## src/rtl/upnd_pkg.sv

```systemverilog
package upnd_pkg;

    // Characters that steer the decoder.
    localparam logic [7:0] CH_SLASH  = 8'h2F;
    localparam logic [7:0] CH_BSLASH = 8'h5C;
    localparam logic [7:0] CH_DOT    = 8'h2E;
    localparam logic [7:0] CH_PCT    = 8'h25;
    localparam logic [7:0] CH_PLUS   = 8'h2B;
    localparam logic [7:0] CH_SPACE  = 8'h20;

    // Width of the change count as it leaves the block.
    localparam int CNT_OUT_W = 16;

    // Result queue geometry.
    localparam int FIFO_DEPTH = 4;
    localparam int FIFO_PTR_W = 2;
    localparam int FIFO_CNT_W = 3;

    typedef struct packed {
        logic [7:0]           path_byte;
        logic                 path_valid;
        logic [7:0]           ext_byte;
        logic                 ext_valid;
        logic                 ext_restart;
        logic [CNT_OUT_W-1:0] change_count;
        logic                 out_last;
    } result_t;

    // Path context that a plain byte reads and updates.
    typedef struct packed {
        logic [7:0] prev;
        logic       nonempty;
        logic       ext_active;
    } path_ctx_t;

    // Outcome of handling one byte as a plain character.
    typedef struct packed {
        logic       emit;
        logic       pv;
        logic [7:0] pb;
        logic       ev;
        logic [7:0] eb;
        logic       er;
        logic       pct;
        path_ctx_t  ctx;
    } plain_t;

    // Up to two result words pushed per accepted input word.
    typedef struct packed {
        logic [1:0] n;
        result_t    r0;
        result_t    r1;
    } push_t;

    function automatic logic is_hex(input logic [7:0] c);
        return (c >= 8'h30 && c <= 8'h39) || (c >= 8'h61 && c <= 8'h66) ||
               (c >= 8'h41 && c <= 8'h46);
    endfunction

    function automatic logic [3:0] hex_val(input logic [7:0] c);
        logic [7:0] v;
        v = 8'h00;
        if (c >= 8'h30 && c <= 8'h39)
        begin
            v = c - 8'h30;
        end
        else if (c >= 8'h61 && c <= 8'h66)
        begin
            v = c - 8'h57;
        end
        else if (c >= 8'h41 && c <= 8'h46)
        begin
            v = c - 8'h37;
        end
        return v[3:0];
    endfunction

    function automatic logic [7:0] to_lower(input logic [7:0] c);
        return (c >= 8'h41 && c <= 8'h5A) ? (c + 8'h20) : c;
    endfunction

    function automatic plain_t plain_eval(input logic [7:0] b, input path_ctx_t ctx);
        plain_t r;
        r     = '0;
        r.ctx = ctx;
        priority if (b == CH_SLASH || b == CH_BSLASH)
        begin
            r.emit           = 1'b1;
            r.pv             = ctx.nonempty && (ctx.prev != CH_SLASH);
            r.pb             = CH_SLASH;
            r.er             = 1'b1;
            r.ctx.ext_active = 1'b0;
        end
        else if (b == CH_DOT)
        begin
            r.emit           = 1'b1;
            r.pv             = ctx.nonempty && (ctx.prev != CH_DOT);
            r.pb             = CH_DOT;
            r.ev             = 1'b1;
            r.eb             = CH_DOT;
            r.er             = 1'b1;
            r.ctx.ext_active = 1'b1;
        end
        else if (b == CH_PCT)
        begin
            r.pct = 1'b1;
        end
        else if (b == CH_PLUS)
        begin
            r.emit = 1'b1;
            r.pv   = 1'b1;
            r.pb   = CH_SPACE;
        end
        else
        begin
            r.emit = 1'b1;
            r.pv   = 1'b1;
            r.pb   = b;
            r.ev   = ctx.ext_active;
            r.eb   = ctx.ext_active ? to_lower(b) : 8'h00;
        end
        if (r.pv)
        begin
            r.ctx.prev     = r.pb;
            r.ctx.nonempty = 1'b1;
        end
        return r;
    endfunction

endpackage

```

## src/rtl/upnd_if.sv

```systemverilog
interface upnd_in_if;
    logic       valid;
    logic       ready;
    logic [7:0] in_byte;
    logic       in_last;

    modport source (output valid, output in_byte, output in_last, input ready);
    modport sink   (input valid, input in_byte, input in_last, output ready);
endinterface

interface upnd_out_if;
    import upnd_pkg::*;

    logic                 valid;
    logic                 ready;
    logic [7:0]           path_byte;
    logic                 path_valid;
    logic [7:0]           ext_byte;
    logic                 ext_valid;
    logic                 ext_restart;
    logic [CNT_OUT_W-1:0] change_count;
    logic                 out_last;

    modport source (output valid, output path_byte, output path_valid, output ext_byte,
                    output ext_valid, output ext_restart, output change_count,
                    output out_last, input ready);
    modport sink   (input valid, input path_byte, input path_valid, input ext_byte,
                    input ext_valid, input ext_restart, input change_count,
                    input out_last, output ready);
endinterface

```

## src/rtl/upnd_core.sv

```systemverilog
module upnd_core #(
    parameter int COUNT_WIDTH = 16
) (
    input  logic            clk,
    input  logic            rst_n,
    input  logic            fire,
    input  logic [7:0]      in_byte,
    input  logic            in_last,
    output upnd_pkg::push_t push
);
    import upnd_pkg::*;

    logic                   pend_reg, pend_next;
    logic                   held_v_reg, held_v_next;
    logic [7:0]             held_reg, held_next;
    logic [7:0]             prev_reg;
    logic                   nonempty_reg;
    logic                   ext_reg;
    logic [COUNT_WIDTH-1:0] total_reg, total_next;
    logic [CNT_OUT_W-1:0]   shown;

    path_ctx_t ctx, ctx_a, ctx_b;
    plain_t    pa, pb;
    logic      a_use, b_use, dec_hit, a_emit, b_emit, empty_emit;
    logic [7:0] a_byte, b_byte, dec_val;
    result_t   ra, rb;

    always_comb
    begin
        ctx         = '{prev: prev_reg, nonempty: nonempty_reg, ext_active: ext_reg};
        pend_next   = pend_reg;
        held_v_next = held_v_reg;
        held_next   = held_reg;
        total_next  = total_reg;
        a_use       = 1'b0;
        a_byte      = in_byte;
        b_use       = 1'b0;
        b_byte      = in_byte;
        dec_hit     = 1'b0;
        dec_val     = {hex_val(held_reg), hex_val(in_byte)};

        // Escape state: first digit, second digit, or a plain byte.
        if (pend_reg && !held_v_reg)
        begin
            if (is_hex(in_byte))
            begin
                held_next   = in_byte;
                held_v_next = 1'b1;
            end
            else
            begin
                pend_next = 1'b0;
                a_use     = 1'b1;
            end
        end
        else if (pend_reg)
        begin
            pend_next   = 1'b0;
            held_v_next = 1'b0;
            if (is_hex(in_byte))
            begin
                dec_hit = 1'b1;
                if (total_reg != '1)
                begin
                    total_next = total_reg + 1'b1;
                end
            end
            else
            begin
                // Bad escape: the held digit and this byte both go out plain.
                a_use  = 1'b1;
                a_byte = held_reg;
                b_use  = 1'b1;
            end
        end
        else
        begin
            a_use = 1'b1;
        end

        pa = plain_eval(a_byte, ctx);
        if (a_use && pa.pct)
        begin
            pend_next   = 1'b1;
            held_v_next = 1'b0;
        end
        a_emit = (a_use && pa.emit) || dec_hit;
        if (a_use)
        begin
            ctx_a = pa.ctx;
        end
        else if (dec_hit)
        begin
            ctx_a = '{prev: dec_val, nonempty: 1'b1, ext_active: ext_reg};
        end
        else
        begin
            ctx_a = ctx;
        end

        // A digit still held at the end of the path goes out plain.
        if (in_last && pend_next && held_v_next)
        begin
            b_use  = 1'b1;
            b_byte = held_next;
        end

        pb = plain_eval(b_byte, ctx_a);
        if (b_use && pb.pct)
        begin
            pend_next   = 1'b1;
            held_v_next = 1'b0;
        end
        b_emit = b_use && pb.emit;
        ctx_b  = b_use ? pb.ctx : ctx_a;

        empty_emit = in_last && !a_emit && !b_emit;

        ra = '0;
        ra.change_count = shown;
        if (dec_hit)
        begin
            ra.path_byte  = dec_val;
            ra.path_valid = 1'b1;
        end
        else if (!empty_emit)
        begin
            ra.path_byte   = pa.pv ? pa.pb : 8'h00;
            ra.path_valid  = pa.pv;
            ra.ext_byte    = pa.ev ? pa.eb : 8'h00;
            ra.ext_valid   = pa.ev;
            ra.ext_restart = pa.er;
        end
        ra.out_last = in_last && !b_emit;

        rb              = '0;
        rb.path_byte    = pb.pv ? pb.pb : 8'h00;
        rb.path_valid   = pb.pv;
        rb.ext_byte     = pb.ev ? pb.eb : 8'h00;
        rb.ext_valid    = pb.ev;
        rb.ext_restart  = pb.er;
        rb.change_count = shown;
        rb.out_last     = in_last;

        push.r0 = (a_emit || empty_emit) ? ra : rb;
        push.r1 = rb;
        if (!fire)
        begin
            push.n = 2'd0;
        end
        else
        begin
            push.n = 2'({1'b0, a_emit || empty_emit}) + 2'({1'b0, b_emit});
        end
    end

    generate
        if (COUNT_WIDTH > CNT_OUT_W)
        begin : g_cap
            assign shown = (|total_next[COUNT_WIDTH-1:CNT_OUT_W]) ? '1
                                                                   : total_next[CNT_OUT_W-1:0];
        end
        else
        begin : g_ext
            assign shown = CNT_OUT_W'(total_next);
        end
    endgenerate

    always_ff @(posedge clk or negedge rst_n)
    begin
        if (!rst_n)
        begin
            pend_reg     <= 1'b0;
            held_v_reg   <= 1'b0;
            held_reg     <= 8'h00;
            prev_reg     <= 8'h00;
            nonempty_reg <= 1'b0;
            ext_reg      <= 1'b0;
            total_reg    <= '0;
        end
        else if (fire)
        begin
            ext_reg <= ctx_b.ext_active;
            if (in_last)
            begin
                pend_reg     <= 1'b0;
                held_v_reg   <= 1'b0;
                held_reg     <= 8'h00;
                prev_reg     <= 8'h00;
                nonempty_reg <= 1'b0;
                total_reg    <= '0;
            end
            else
            begin
                pend_reg     <= pend_next;
                held_v_reg   <= held_v_next;
                held_reg     <= held_next;
                prev_reg     <= ctx_b.prev;
                nonempty_reg <= ctx_b.nonempty;
                total_reg    <= total_next;
            end
        end
    end

endmodule

```

## src/rtl/upnd_fifo.sv

```systemverilog
module upnd_fifo (
    input  logic              clk,
    input  logic              rst_n,
    input  upnd_pkg::push_t   push,
    input  logic              pop,
    output upnd_pkg::result_t head,
    output logic              not_empty,
    output logic              has_room
);
    import upnd_pkg::*;

    result_t                mem [FIFO_DEPTH];
    logic [FIFO_PTR_W-1:0]  wr_reg;
    logic [FIFO_PTR_W-1:0]  rd_reg;
    logic [FIFO_CNT_W-1:0]  cnt_reg;
    logic [FIFO_PTR_W-1:0]  wr_plus1;

    assign wr_plus1  = wr_reg + 1'b1;
    assign head      = mem[rd_reg];
    assign not_empty = (cnt_reg != '0);
    // Room for the two words that one input word can cause.
    assign has_room  = (cnt_reg <= FIFO_CNT_W'(FIFO_DEPTH - 2));

    always_ff @(posedge clk)
    begin
        if (push.n != 2'd0)
        begin
            mem[wr_reg] <= push.r0;
        end
        if (push.n == 2'd2)
        begin
            mem[wr_plus1] <= push.r1;
        end
    end

    always_ff @(posedge clk or negedge rst_n)
    begin
        if (!rst_n)
        begin
            wr_reg  <= '0;
            rd_reg  <= '0;
            cnt_reg <= '0;
        end
        else
        begin
            wr_reg  <= wr_reg + FIFO_PTR_W'(push.n);
            cnt_reg <= cnt_reg + FIFO_CNT_W'(push.n) - FIFO_CNT_W'(pop);
            if (pop)
            begin
                rd_reg <= rd_reg + 1'b1;
            end
        end
    end

endmodule

```

## src/rtl/uri_path_normalizing_decoder.sv

```systemverilog
// Channel | Dir | Fields
// --------+-----+-----------------------------------------------------------------
// enc     | in  | in_byte, in_last: one encoded path byte per word
// dec     | out | path_byte, path_valid, ext_byte, ext_valid, ext_restart,
//         |     | change_count, out_last: one decoded result per word
//
// An input word is decoded in the cycle it is accepted; its results land in a four-word
// result queue, and when the queue was empty the first one shows on dec in the next cycle.
// A byte gives zero, one or two result words, and two only after two bytes that gave none,
// so with dec.ready high the queue never holds more than two words and enc never stalls.
// Input ready is high whenever the queue has room for two words, independent of dec.ready.
// Reset clears the escape state, the path context, the counter and the queue.
module uri_path_normalizing_decoder #(
    parameter int COUNT_WIDTH = 16
) (
    input  logic              clk,
    input  logic              rst_n,
    upnd_in_if.sink           enc,
    upnd_out_if.source        dec
);
    import upnd_pkg::*;

    logic    fire;
    logic    pop;
    logic    not_empty;
    logic    has_room;
    push_t   push;
    result_t head;

    // The input word is taken when the queue can hold everything it may produce.
    assign enc.ready = has_room;
    assign fire      = enc.valid && has_room;

    // Escape handling, plus-to-space mapping, separator folding, extension tracking and change counting.
    upnd_core #(
        .COUNT_WIDTH (COUNT_WIDTH)
    ) u_core (
        .clk     (clk),
        .rst_n   (rst_n),
        .fire    (fire),
        .in_byte (enc.in_byte),
        .in_last (enc.in_last),
        .push    (push)
    );

    // The queue decouples the two sides: a stalled output does not stop input
    // until the queue is nearly full.
    assign pop = not_empty && dec.ready;

    upnd_fifo u_fifo (
        .clk       (clk),
        .rst_n     (rst_n),
        .push      (push),
        .pop       (pop),
        .head      (head),
        .not_empty (not_empty),
        .has_room  (has_room)
    );

    assign dec.valid        = not_empty;
    assign dec.path_byte    = head.path_byte;
    assign dec.path_valid   = head.path_valid;
    assign dec.ext_byte     = head.ext_byte;
    assign dec.ext_valid    = head.ext_valid;
    assign dec.ext_restart  = head.ext_restart;
    assign dec.change_count = head.change_count;
    assign dec.out_last     = head.out_last;

endmodule

```

## src/flat_wrapper.sv

```systemverilog
// flat-port wrapper written by rule: the top's interface ports become plain ports
module uri_path_normalizing_decoder_flat import upnd_pkg::*;
#(
    parameter int COUNT_WIDTH = 16
)
  (clk, rst_n, enc_valid, enc_in_byte, enc_in_last, enc_ready, dec_valid, dec_path_byte, dec_path_valid, dec_ext_byte, dec_ext_valid, dec_ext_restart, dec_change_count, dec_out_last, dec_ready);
  upnd_in_if enc_i ();
  upnd_out_if dec_i ();
  input  logic clk;
  input  logic rst_n;
  input wire logic [$bits(enc_i.valid)-1:0] enc_valid;
  input wire logic [$bits(enc_i.in_byte)-1:0] enc_in_byte;
  input wire logic [$bits(enc_i.in_last)-1:0] enc_in_last;
  output wire logic [$bits(enc_i.ready)-1:0] enc_ready;
  output wire logic [$bits(dec_i.valid)-1:0] dec_valid;
  output wire logic [$bits(dec_i.path_byte)-1:0] dec_path_byte;
  output wire logic [$bits(dec_i.path_valid)-1:0] dec_path_valid;
  output wire logic [$bits(dec_i.ext_byte)-1:0] dec_ext_byte;
  output wire logic [$bits(dec_i.ext_valid)-1:0] dec_ext_valid;
  output wire logic [$bits(dec_i.ext_restart)-1:0] dec_ext_restart;
  output wire logic [$bits(dec_i.change_count)-1:0] dec_change_count;
  output wire logic [$bits(dec_i.out_last)-1:0] dec_out_last;
  input wire logic [$bits(dec_i.ready)-1:0] dec_ready;
  assign enc_i.valid = enc_valid;
  assign enc_i.in_byte = enc_in_byte;
  assign enc_i.in_last = enc_in_last;
  assign enc_ready = enc_i.ready;
  assign dec_valid = dec_i.valid;
  assign dec_path_byte = dec_i.path_byte;
  assign dec_path_valid = dec_i.path_valid;
  assign dec_ext_byte = dec_i.ext_byte;
  assign dec_ext_valid = dec_i.ext_valid;
  assign dec_ext_restart = dec_i.ext_restart;
  assign dec_change_count = dec_i.change_count;
  assign dec_out_last = dec_i.out_last;
  assign dec_i.ready = dec_ready;
  uri_path_normalizing_decoder #(.COUNT_WIDTH(COUNT_WIDTH)) u_core (.clk(clk), .rst_n(rst_n), .enc(enc_i), .dec(dec_i));
endmodule
```

## config.mk

```make
export PLATFORM = sky130hd
export DESIGN_NAME = uri_path_normalizing_decoder_flat
export DESIGN_NICKNAME = d
export VERILOG_FILES = /design/src/rtl/upnd_pkg.sv /design/src/rtl/upnd_if.sv /design/src/rtl/upnd_core.sv /design/src/rtl/upnd_fifo.sv /design/src/rtl/uri_path_normalizing_decoder.sv /design/src/flat_wrapper.sv
export SDC_FILE = /design/constraint.sdc
export NUM_CORES = 1
export LEC_CHECK = 0
export BUFFER_PORTS_ARGS = -buffer_cell sky130_fd_sc_hd__buf_4
export CELL_PAD_IN_SITES_DETAIL_PLACEMENT = 0
export CELL_PAD_IN_SITES_GLOBAL_PLACEMENT = 1
export CORE_ASPECT_RATIO = 1.5
export CORE_MARGIN = 2
export CORE_UTILIZATION = 45
export DETAILED_ROUTE_END_ITERATION = 8
export GPL_TIMING_DRIVEN = 0
export PLACE_DENSITY = 0.7
export SYNTH_ARGS = -nofsm -noshare
export SYNTH_HDL_FRONTEND = slang
export SYNTH_SLANG_ARGS = --single-unit
```

## constraint.sdc

```tcl
create_clock -name clk -period 8.44 [get_ports clk]
set_input_delay 2.11 -clock clk [delete_from_list [all_inputs] [get_ports clk]]
set_output_delay 2.11 -clock clk [all_outputs]
set_load 0.05 [all_outputs]
```

# == Yosys cells after proc, flatten, opt, wreduce, memory -nomap -nowiden ==
# Memories as Yosys holds them, arrays and structs flattened.
# Index checks and enable logic that the tools add are counted.
# Widths: inputs -> output; s select.
# totals
register_bits,43
ram_bits,144
input_bits,13
n_memories,1
# mem_list
memory,depth,width,read_ports,rd_clocked_by_memory_dff,wr,line_no,source
u_core.u_fifo.mem,4,36,1,0,2,upnd_fifo.sv:12,result_t mem [FIFO_DEPTH];
# op_classes
add_sub_neg,15
n_lt_le_gt_ge,17
n_eq_ne,16
muxes,87
n_reduce_logical,35
# op_table
op,n
$mux 8,17
$mux 19,5
$mux 16,5
$eq 8x6->1 const B,8
$mux 9,7
$mux 10,6
$ge 8x7->1 const B,6
$le 8x7->1 const B,6
$mux 1,39
$mux 36,1
$ne 8x6->1 const B,4
$logic_and 1x1->1,24
$mux 4,6
$add 16x1->16 const B,1
$add 8x6->8 const B,2
$eq 8x7->1 const B,2
$ge 8x6->1 const B,2
$le 8x6->1 const B,2
$ne 16x16->1 const B,1
$sub 4x3->4 const B,4
$sub 4x1->4 const B,2
$logic_or 1x1->1,6
$add 2x1->2 const B,2
$add 3x2->3,1
other kinds (9),11

# == Longest topological paths before layout ==
# logic_depth
word_depth,33
depth_mapped,22
mapped_depth_nobuf,18

# == Cells and area by module ==
# A second synthesis with hierarchy kept.
# hier_totals
cells_unflattened,915
hier_area_um2,11309.6
# modules_own_cells
mod,instances,cells_per_inst,area_per_inst_um2,seq_area_each_um2
upnd_fifo,1,387,7342.0,4499.3
upnd_core,1,526,3955.0,900.9
uri_path_normalizing_decoder,1,2,12.5,0.0

# == Least setup slack after synthesis ==
# OpenSTA, ideal clock, no wires.
# synth_path
kind,in2reg
start,in enc_in_byte[0]
end,mem u_core.u_fifo.mem[2][0] in the netlist's numbering (enable)
setup_ns,0.441
arrival_time_ns,7.135
required_ns,7.999
path_slack_ns,0.864
path_stages,18
path_cell_list,clkbuf_1 inv_1 ha_1 or3b_1 and3_1 buf_2 nor2_1 or2_2 clkbuf_1 o31ai_2 nand2_1 a21oi_4 inv_2 ha_1 clkbuf_1 nor3b_1 o21ai_0 a21oi_1
# synth_rtl
element,line_no,source
from (decl),flat_wrapper.sv:12,input wire logic [$bits(enc_i.in_byte)-1:0] enc_in_byte;
to (decl),upnd_fifo.sv:12,

==> key figures <==
Run status
  – Status: finished, final reports clean

Global routing
  – Largest net degree at the start of global routing: 44
  – Residual overflow from global routing: 0
  – All-layer global routing usage: 0.265
  – Number of global-route vias before repair: 7,898
  – Initial antenna violation count: 0
  – First-pass GRT wire length: 47,600 um

Final layout
  – Post-Layout Cell Count: 1,264
  – Final instance area: 0.0118 mm^2
  – Share of post-route cells with drive strength above 1: 0.194
  – Max reg flops: 144
  – # nets final: 1,001
  – Synth-to-layout area growth: 13.7%
  – Layout fillers: 2,042
  – Ant diodes: 0
  – Fin util: 0.517

Setup path
  – Worst endpoint required time: 8590 ps
  – Worst reg2reg path startpoint: u_core.u_core.held_v_reg
  – Buffer and inverter count on the worst path: 9
  – Element type at the critical path start: input port
  – Worst Setup End Kind: flip-flop
  – R2R depth: 18
  – Reg-to-reg slack, setup: 3050 ps
  – Critical path cell sequence: buf_4 > clkbuf_1 > inv_1 > ha_1 > or3b_1 > and3_1 > buf_2 > nor2_1 > or2_2 > clkbuf_1 > o31ai_2 > nand2_1 > a21oi_4 > inv_2 > ha_1 > clkbuf_1 > nor3b_1 > and3_1 > clkbuf_1 > nor2_1 > clkbuf_1 > nand2_1 > o31ai_1
  – Top delay family on crit path: buffers and inverters
  – WP data arrival: around 8000 ps
  – WS Path Type: in -> reg
  – Crit-path most repeated cell: clkbuf_1
  – Worst r2r dst: u_core.u_fifo.mem[2][33]
  – Worst-path fanout max: 10
  – Slowest stage delay, CP: 520 ps
  – Critical path's slowest cell: clkbuf_1

Synth
  – Syn nets: 927
  – Post-synthesis cell count: 897
  – Yosys reg bits: 187
  – Count of warnings emitted by yosys: 0
  – Sequential element share of the synthesized area: 0.519
  – Syn avg cell area: 11.6 um^2
  – Yosys cell types: 94
  – Number of flops mapped to enable cells by yosys: 144
  – Post-synth top cells: edfxtp_1 (144), nand2_1 (88), nor2_1 (73)
  – Area leader, netlist: edfxtp_1
  – Synth Cell Area: 0.0104 mm^2
  – Fraction of registers with async set or reset after synthesis: 0.230
  – Top FF cell, synth: edfxtp_1
  – Most common cell in the netlist: edfxtp_1
  – Top cells by area, synth: edfxtp_1 (42%), dfrtp_1 (10%), mux4_2 (7.8%), nand2_1 (3.2%), nor2_1 (2.6%)
  – Top cell type's share of synthesized area: 0.415

Floorplanning
  – IO Count: 51
  – Die X: 128 um
  – Initial Util: 0.455
  – Die area: 0.0244 mm^2
  – Core area: approximately 0.023 mm^2
  – Die height: around 190 um
  – Std cell rows: 68

Clock network
  – CTS Root Cell: clkbuf_16
  – TritonCTS Sinks: about 190
  – Hold_buf cts: 0
  – H-tree depth reported by CTS: 4
  – Post-CTS Setup Inserts: 0
  – Clk slew on worst S/H paths: 70 ps
  – Clock buffer count from CTS: 17
  – Worst-skew pair later-pin latency: ~430 ps
  – Post-cts sizing count: 0
  – CTS tree: yes
  – Max Buffers Root-to-Sink: 2

STA
  – Unrepaired setup endpoints after global routing: false
  – Fmax: 128 MHz
  – Fin crit period: 7830 ps
  – Slew Viols, Final: 0
  – Worst-margin pin slew: roughly 960 ps
  – Hold_ws: slightly above 500 ps
  – Final period util: 0.928
  – Setup Skew: approximately 9.4 ps
  – Slew headroom: 0.352
  – Final hold violations: 0
  – Setup Viol. Count Final: 0

Route
  – DRC errors left: 0
  – Met2 WL: 16,800 um
  – Routed wl met3: roughly 1200 um
  – Pre-antenna DRT Iters: 6
  – Drt initial violations: 499
  – Via count: about 7.7k
  – Max Used Layer: met4
  – DR vias/cell: 6.11
  – Drt wl/cell: about 25 um
  – DRT met1 WL: 11,700 um
  – DRT antenna net count: 0
  – Drt total wl: 31,400 um

Power and ir drop
  – Pleak: 4.37 nW
  – Peak supply drop: between 0.0001 and 0.00015 V
  – Pwr Density: just under 300 mW/mm^2

Place
  – IO buf count: 48
  – Routability-driven placement congestion ratio: 0.957
  – Placement Cell Area: 0.0113 mm^2
  – Dpl hpwl: approximately 23,000 um
  – Placed cell count: around 1.2k

Worst hold path
  – Worst Hold Launch: u_core.u_core.prev_reg[2]
  – Min-Delay Path Class: reg -> reg
  – Hold depth: 1
  – Hold endpoint: u_core.u_core.prev_reg[2]

Run
  – Max-cap violations: 0
-- placed cells by master (no fill, tap or decap), types with 25 or more instances in the layout --
cell      instances
mux4_2           36
o21ai_0          35
edfxtp_1        144
nor2_1           72
a21oi_1          42
clkbuf_1         40
buf_4            56
inv_1            25
o22ai_1          31
nand2_1          88
dfrtp_1          43
-- where the power goes --
part	switching [mW]	total, mW	internal, mW
Clock	0.367	0.752	0.386
Combinational	0.984	1.51	0.528
Sequential	0.0747	1.23	1.16
Total	1.43	3.50	2.07
-- how the worst max path moves through the flow --
| stage | start | to | slack [ps] | cells past startpoint |
|---|---|---|---|---|
| floorplan | enc_in_byte[0] | u_core.u_fifo.mem[2][0] | 860 | 18 |
| global placement | enc_in_byte[0] | u_core.u_fifo.mem[2][4] | -1990 | 19 |
| detailed placement | enc_in_byte[0] | u_core.u_fifo.mem[2][30] | 320 | 23 |
| CTS | enc_in_byte[0] | u_core.u_fifo.mem[2][30] | 730 | 23 |
| global route | enc_in_byte[0] | u_core.u_fifo.mem[2][28] | 340 | 23 |
| finish | enc_in_byte[0] | u_core.u_fifo.mem[2][33] | 610 | 23 |
-- metal layers --
metal / vias up / GRT usage
li1: 3602 / -
met1: 3787 / 0.296
met2: 255 / 0.481
met3: 84 / 0.0331
met4: 0 / 0.151
met5: - / 0
-- stage by stage --
stage / power (mW) / setup TNS, ps / setup WS, ps
after floorplan: 2.31 / 0 / 864
after global placement: 2.74 / -189030 / -1990
after detailed placement: 2.77 / 0 / 320
after CTS: 3.52 / 0 / 728
after global routing: 3.65 / 0 / 339
final: 3.50 / 0 / 606
-- worst reg2reg max path, delay by kind of cell (launching register included) --
family                     cells  cell delay [ps]
and+or+nand+nor                7             1660
AOI/OAI and AO/OA              4             1020
DFF                            1              320
buffers and inverters          6             1820
adders and majority gates      1              300
-- kinds of logic after synthesis --
group                      Yosys count  share of synthesized area
buffers and inverters               90                     0.0377
xor gates and xnor gates            23                     0.0194
adders and majority gates           17                     0.0212
DFF                                187                      0.519
AOI/OAI and AO/OA                  252                      0.170
muxes                               62                      0.104
and+or+nand+nor                    266                      0.129
-- cell type report --
class / instances / area [um^2] / share of cell area
clock inverter: 13 / 111 / 0.00941
inverter: 27 / 101 / 0.00856
timing repair buffer: 55 / 490 / 0.0414
clock buffer: 19 / 433 / 0.0366
sequential: 187 / 5400 / 0.456
multi-input combinational: 620 / 4660 / 0.394
tap: 280 / 350 / 0.0296
buffer: 63 / 292 / 0.0246
(Power assumes the default switching activity.)
